[src/ppj_pkg.sv]
// shared types and constants for the vertex perspective projection block
package ppj_pkg;

    localparam int unsigned CFG_IDX_W  = 3;
    localparam int unsigned CFG_DATA_W = 32;

    localparam logic [CFG_IDX_W-1:0] CFG_CAM_POS_X = 3'd0;
    localparam logic [CFG_IDX_W-1:0] CFG_CAM_POS_Y = 3'd1;
    localparam logic [CFG_IDX_W-1:0] CFG_CAM_POS_Z = 3'd2;
    localparam logic [CFG_IDX_W-1:0] CFG_PITCH_COS = 3'd3;
    localparam logic [CFG_IDX_W-1:0] CFG_PITCH_SIN = 3'd4;
    localparam logic [CFG_IDX_W-1:0] CFG_SHIFT_X   = 3'd5;
    localparam logic [CFG_IDX_W-1:0] CFG_SHIFT_Y   = 3'd6;

    localparam logic [17:0] PITCH_COS_RST = 18'h10000;

    typedef struct packed {
        logic signed [15:0] model_x;
        logic signed [15:0] model_y;
        logic signed [15:0] model_z;
        logic signed [31:0] place_x;
        logic signed [31:0] place_y;
        logic signed [31:0] place_z;
    } t_in_item;

    typedef struct packed {
        logic signed [31:0] screen_x;
        logic signed [31:0] screen_y;
        logic signed [31:0] view_depth;
    } t_out_item;

    // values that ride along with the reciprocal divider
    typedef struct packed {
        logic signed [31:0] mx;
        logic signed [31:0] nry;
        logic signed [31:0] rz;
    } t_div_side;

endpackage

[src/ppj_div.sv]
// pipelined restoring divider for fov over clamped depth, one quotient bit per stage
module ppj_div
    import ppj_pkg::*;
#(
    parameter int unsigned FRAC_BITS = 16,
    parameter int unsigned FOV       = 300
) (
    input  logic      i_clk,
    input  logic      i_rst_n,
    input  logic      i_valid,
    output logic      o_ready,
    input  t_div_side i_side,
    output logic      o_valid,
    input  logic      i_ready,
    output t_div_side o_side,
    output logic [31:0] o_scale
);

    localparam int unsigned NUM_W = $clog2(FOV + 1) + 2 * FRAC_BITS;
    localparam int unsigned QW    = NUM_W - FRAC_BITS;
    localparam int unsigned QWX   = (QW > 32) ? QW : 32;
    localparam logic [63:0] NUM   = 64'(FOV) << (2 * FRAC_BITS);
    localparam logic [31:0] REM0  = 32'(NUM >> QW);
    localparam logic [31:0] ONE   = 32'(1) << FRAC_BITS;

    logic            r_vld  [QW];
    logic [31:0]     r_rem  [QW];
    logic [31:0]     r_d    [QW];
    logic [QWX-1:0]  r_q    [QW];
    t_div_side       r_side [QW];
    logic [QW:0]     en;

    assign en[QW] = i_ready;

    for (genvar k = 0; k < QW; k++) begin : g_stage
        logic [31:0]    rem_in;
        logic [31:0]    d_in;
        logic [QWX-1:0] q_in;
        t_div_side      side_in;
        logic           vld_in;
        logic [32:0]    trial;
        logic [32:0]    diff;

        if (k == 0) begin : g_first
            assign rem_in  = REM0;
            assign q_in    = '0;
            assign side_in = i_side;
            assign vld_in  = i_valid;
            // depth below one is clamped to one
            assign d_in    = (i_side.rz < $signed(ONE)) ? ONE : i_side.rz;
        end else begin : g_next
            assign rem_in  = r_rem[k-1];
            assign q_in    = r_q[k-1];
            assign side_in = r_side[k-1];
            assign vld_in  = r_vld[k-1];
            assign d_in    = r_d[k-1];
        end

        assign en[k] = !r_vld[k] || en[k+1];
        assign trial = {rem_in, NUM[QW-1-k]};
        assign diff  = trial - {1'b0, d_in};

        always_ff @(posedge i_clk) begin
            if (!i_rst_n) begin
                r_vld[k] <= 1'b0;
            end else if (en[k]) begin
                r_vld[k] <= vld_in;
            end
        end

        always_ff @(posedge i_clk) begin
            if (en[k]) begin
                r_rem[k]  <= diff[32] ? trial[31:0] : diff[31:0];
                r_q[k]    <= {q_in[QWX-2:0], !diff[32]};
                r_d[k]    <= d_in;
                r_side[k] <= side_in;
            end
        end
    end

    assign o_ready = en[0];
    assign o_valid = r_vld[QW-1];
    assign o_side  = r_side[QW-1];
    assign o_scale = r_q[QW-1][31:0];

endmodule

[config.mk]
export PLATFORM = sky130hd
export DESIGN_NAME = ppj_div
export DESIGN_NICKNAME = d
export VERILOG_FILES = /design/src/ppj_pkg.sv /design/src/ppj_div.sv
export SDC_FILE = /design/constraint.sdc
export NUM_CORES = 2
export LEC_CHECK = 0
export ABC_AREA = 1
export BUFFER_PORTS_ARGS = -buffer_cell sky130_fd_sc_hd__buf_2
export CORE_MARGIN = 2
export CORE_UTILIZATION = 41
export DETAILED_ROUTE_END_ITERATION = 12
export PLACE_DENSITY = 0.56
export SYNTH_ARGS = -nofsm -noshare
export SYNTH_HDL_FRONTEND = slang
export SYNTH_MEMORY_MAX_BITS = 65536
export SYNTH_SLANG_ARGS = --single-unit
export TNS_END_PERCENT = 50
[constraint.sdc]
create_clock -name i_clk -period 24.3 [get_ports i_clk]
set_input_delay 2.43 -clock i_clk [delete_from_list [all_inputs] [get_ports i_clk]]
set_output_delay 2.43 -clock i_clk [all_outputs]
set_load 0.02 [all_outputs]
-- After elaboration in Yosys (flattened, before gate mapping)
Memory sizes are Yosys's and may differ from the RTL's.
Cells that the tools add are included.
- add/sub/neg operators: 25
- $lt $le $gt $ge: 1
- muxes and demuxes: 152
- bitwise operators: 25
- reductions and logical operators: 75
- operators by type and width (kind ; number):
    32-bit two-way mux ; 26
    33-bit by 32-bit subtractor with 33-bit output ; 24
    1-bit two-way mux ; 126
    1-bit zero test ; 50
    17-bit by 32-bit subtractor with 33-bit output, first input constant ; 1
    32-bit by 18-bit less-than comparator with 1-bit output, second input constant ; 1
    1-bit logical OR ; 25
    1-bit bitwise OR ; 25
- register bits: 0
- RAM bits: 4825
- bits of input ports: 100
- memories kept: 5
- memory list (memory ; words ; width ; read ports ; clocked after Yosys merged registers in ; wr ports ; line ; text):
    r_side ; 25 ; 96 ; 25 ; 0 ; 25 ; ppj_div.sv:30 ; t_div_side r_side [QW];
    r_d ; 25 ; 32 ; 24 ; 0 ; 25 ; ppj_div.sv:28 ; logic [31:0] r_d [QW];
    r_q ; 25 ; 32 ; 25 ; 0 ; 25 ; ppj_div.sv:29 ; logic [QWX-1:0] r_q [QW];
    r_rem ; 25 ; 32 ; 24 ; 0 ; 25 ; ppj_div.sv:27 ; logic [31:0] r_rem [QW];
    r_vld ; 25 ; 1 ; 25 ; 0 ; 25 ; ppj_div.sv:26 ; logic r_vld [QW];

-- Longest topological paths before layout
An unclocked memory read counts as a cell.
- word-level depth: 31
- depth in mapped cells: 20
- gate-level depth less buffers: 19

-- Worst setup path after synthesis
Ideal clock, no wire load.
- kind: input to output
- start point: input i_ready
- end point: output o_ready
- arrival: 21.507 ns
- setup slack: 0.363 ns
- cell stages on the path: 14
- path buffers: 0
- cells stage by stage: inv_1 nand4_4 nor2_4 nand4_4 nor2_8 nand4_4 nor2_4 nand4_2 nor2_4 nand4_4 nor2_4 nand4_4 nor2_4 nand2_1
- word-level cells in the longest chain between the ends: 25
- ends and longest elaborated chain (element ; line ; text):
    from (decl) ; ppj_div.sv:14 ; input logic i_ready,
    1-bit logical OR (3 in series) ; ppj_div.sv:59 ; assign en[k] = !r_vld[k] || en[k+1];
    named net en[22] ; ppj_div.sv:31 ; logic [QW:0] en;
    1-bit logical OR (4 in series) ; ppj_div.sv:59 ;
    named net en[18] ; ppj_div.sv:31 ;
    1-bit logical OR (4 in series) ; ppj_div.sv:59 ;
    named net en[14] ; ppj_div.sv:31 ;
    1-bit logical OR (4 in series) ; ppj_div.sv:59 ;
    named net en[10] ; ppj_div.sv:31 ;
    1-bit logical OR (4 in series) ; ppj_div.sv:59 ;
    named net en[6] ; ppj_div.sv:31 ;
    1-bit logical OR (4 in series) ; ppj_div.sv:59 ;
    named net en[2] ; ppj_div.sv:31 ;
    1-bit logical OR (2 in series) ; ppj_div.sv:59 ;
    to (decl) ; ppj_div.sv:11 ; output logic o_ready,
The timed path passes the listed nets, and every way through them passes these cells.

-- Worst setup path after layout
Same ends and word-level chain as after synthesis.

==> summary.txt <==
Distinct cells, synth: 53
gr ovfl total: 0
net count reported at finish: 15000
cells after synthesis: 13600
Post-CTS Hold Buffers: 0
Buf/Inv on CP: 4
vias in the first global route: 98300
Worst-Margin Slew: 1140 ps
Post-synth EDFFs: 4285
initial antenna violation count: 19
CP max-delay cell: nand4_4
Clock Sinks: 4286
Pwr Density: 125 nW/um^2
final hold violation count: 0
outcome: finished, final reports clean
DRT Pass-1 Iters: 6
Critical Path Start Type: primary input
Synth Register Bits: 4286
Hold Crit Depth: 0
H-tree levels: 5
Die Y-Extent: 665 um
worst r2r src: r_vld[1][8]
Worst Setup EP: o_ready
crit-path cells: buf_2 > inv_1 > nand4_4 > nor2_4 > nand4_4 > nor2_8 > nand4_4 > nor2_4 > nand4_4 > nor2_4 > nand4_4 > buf_4 > nor2_4 > nand4_4 > nor2_4 > nand2_4 > buf_2
die area: 442000 sq um
leakage: 0.0816 uW
latest clock arrival within the worst-skew pair: 990 ps
post-CTS setup buffer count: 0
drt total wl: 378000 um
crit path from: i_ready
first-pass GRT wire length: 579000 um
Hold Crit Class: flip-flop to flip-flop
post-route antenna net violation count: 0
crit-path most repeated cell: nand4_4
Final Cycle Share: 0.460
initial DRC count: 6713
register area share after synthesis: 0.718
Ys Warns: 0
largest net degree at the start of global routing: 84
total design power: 25300 uW
gr usage total: 0.169
share of post-route cells with drive strength above 1: 0.0733
CTS Buf Count: 442
Hold Worst Slack: 386 ps
FMAX: 0.0894 GHz
clk slew on worst S/H paths: 60 ps
core area: 435000 sq um
Chip Width: 665 um
Worst R2R Path Depth: 16
Main synth FF type: edfxtp_1
Area Overhead vs Synth: 12.8%
leading area contributor after synthesis: edfxtp_1
CTS tree: built
Starting Density: 0.412
post-synth top area share: 0.718
Critical Path End Type: output pin
mean post-synth cell area: 13.2 sq um
Max-slew headroom: 0.232
Final Critical Period: 11180 ps
top post-synthesis cells by count: edfxtp_1 (4285), nand2_1 (1997), inv_1 (1947)
reg2reg setup slack: 16930 ps
boundary pin count: 230
gp weighted congestion: 0.891
Setup Skew: 71.0 ps
synth top area cells: edfxtp_1 (72%), ha_1 (5.2%), nand2_1 (4.2%), inv_1 (4.1%), a21oi_1 (2.6%)
IO buf count: 222
unrepaired setup endpoints after global routing: false
final max-slew violation count: 0
TNS Setup: 0 ps
final setup vio count: 0
crit path max fanout: 43
DR vias/cell: 4.86
r2r endpoint: r_side[0][152]
Via Count: 98500
clock buffer depth: 4
CP Data Required Time: 21870 ps
CTS resizes: 0
most common cell in the netlist: edfxtp_1
routed length per instance: 18.6 um
Synth async-reset ratio: 0
DP HPWL: 280000 um
cell row count: 242
Crit Path Class: primary input to output pin
Max Cap Viol: 0
Crit path depth: 17
VDD IR max: 0.0000671 V
drt drc: 0
Mapped Area: 179000 sq um
CTS Root Cell: clkbuf_16
worst path arrival time: 8750 ps
CP peak stage delay: 660 ps
CP delay by family, top: simple AND/OR/NAND/NOR gates
[registers in the layout, indices dropped and copies added (netlist names)]
name	flops
r_q	325
r_vld	25
r_rem	768
r_d	768
r_side	2400
[placed cells by master (no fill, tap or decap), types with 47 or more instances in the layout]
cell       count
o21ai_0      830
a31oi_1      232
xnor2_1      332
inv_1       1938
clkinv_1      85
clkbuf_16    446
ha_1         746
nor2_1       663
edfxtp_1    4285
nor3_1       176
buf_4         70
xor2_1       262
nand3_1      313
clkbuf_1      75
nand2_1     1992
nand4_1       99
buf_2        222
o21ai_1      119
bufinv_16     48
a21o_1        47
a21oi_1      932
clkinv_2      90
[area by class of cell]
cell class                      instances  area [sq um]
Fill cell                           38500        233000
Sequential cell                      4286        129000
Multi-Input combinational cell       7153         42500
Clock buffer                          525         11500
Inverter                             1971          7470
Tap cell                             5734          7170
Clock inverter                        296          3130
Timing Repair Buffer                  292          1640
Antenna cell                           11          27.5
[how the worst min path moves through the flow]
| stage | from | end | slack, ps |
|---|---|---|---|
| finish | r_side[2][159] | r_side[2][255] | 390 |
| global route | r_side[2][383] | r_side[2][479] | 390 |
| global placement | r_side[2][572] | r_side[2][668] | 400 |
| detailed placement | r_q[0][99] | r_q[0][132] | 400 |
| floorplan | r_q[0][96] | r_q[0][129] | 400 |
| CTS | r_side[2][159] | r_side[2][255] | 380 |
[per-layer routing]
layer,routed length [um],global-route usage,part of all wire
met3,15100,0.0229,0.040
met2,185000,0.293,0.49
met4,11600,0.0503,0.031
met5,74,0,0.00020
met1,166000,0.221,0.44
[worst register-to-register path, cell delays in order, from the launching register on]
cell	delay, ps
edfxtp_1	450
nand4_4	440
nor2_4	400
nand4_4	550
nor2_8	440
nand4_4	550
nor2_4	550
nand4_4	660
nor2_4	430
nand4_4	100
buf_4	300
nor2_4	250
nand4_4	370
nor2_4	330
inv_6	250
buf_4	480
buf_4	430
[metrics by stage]
| stage | cell area [sq um] | std cells | util | worst slack, ps |
|---|---|---|---|---|
| 6_report | 202000 | 20300 | 0.465 | 13120 |
| 4_1_cts | 202000 | 20300 | 0.465 | 12690 |
| 2_1_floorplan | 179000 | 13600 | - | 363 |
| 5_1_grt | 202000 | 20300 | 0.465 | 12360 |
| 3_3_place_gp | 187000 | 19400 | 0.431 | 12730 |
| 3_5_place_dp | 187000 | 19400 | 0.431 | 12690 |
[cell families after synthesis]
kind of cell             after synthesis  synth area share
flip-flops                          4286             0.718
AND/OR/NAND/NOR                     3314            0.0761
AO/OA/AOI/OAI                       2462            0.0763
buffers and inverters               2124            0.0457
adder cells (fa/ha/maj)              769            0.0547
XOR/XNOR                             594            0.0290
other                                  1         0.0000209
[power by group]
group,switching [uW],internal (uW)
clock network,2820,3910
logic,5270,2830
registers,692,9820
No activity file was read; power rests on OpenSTA's default activity.
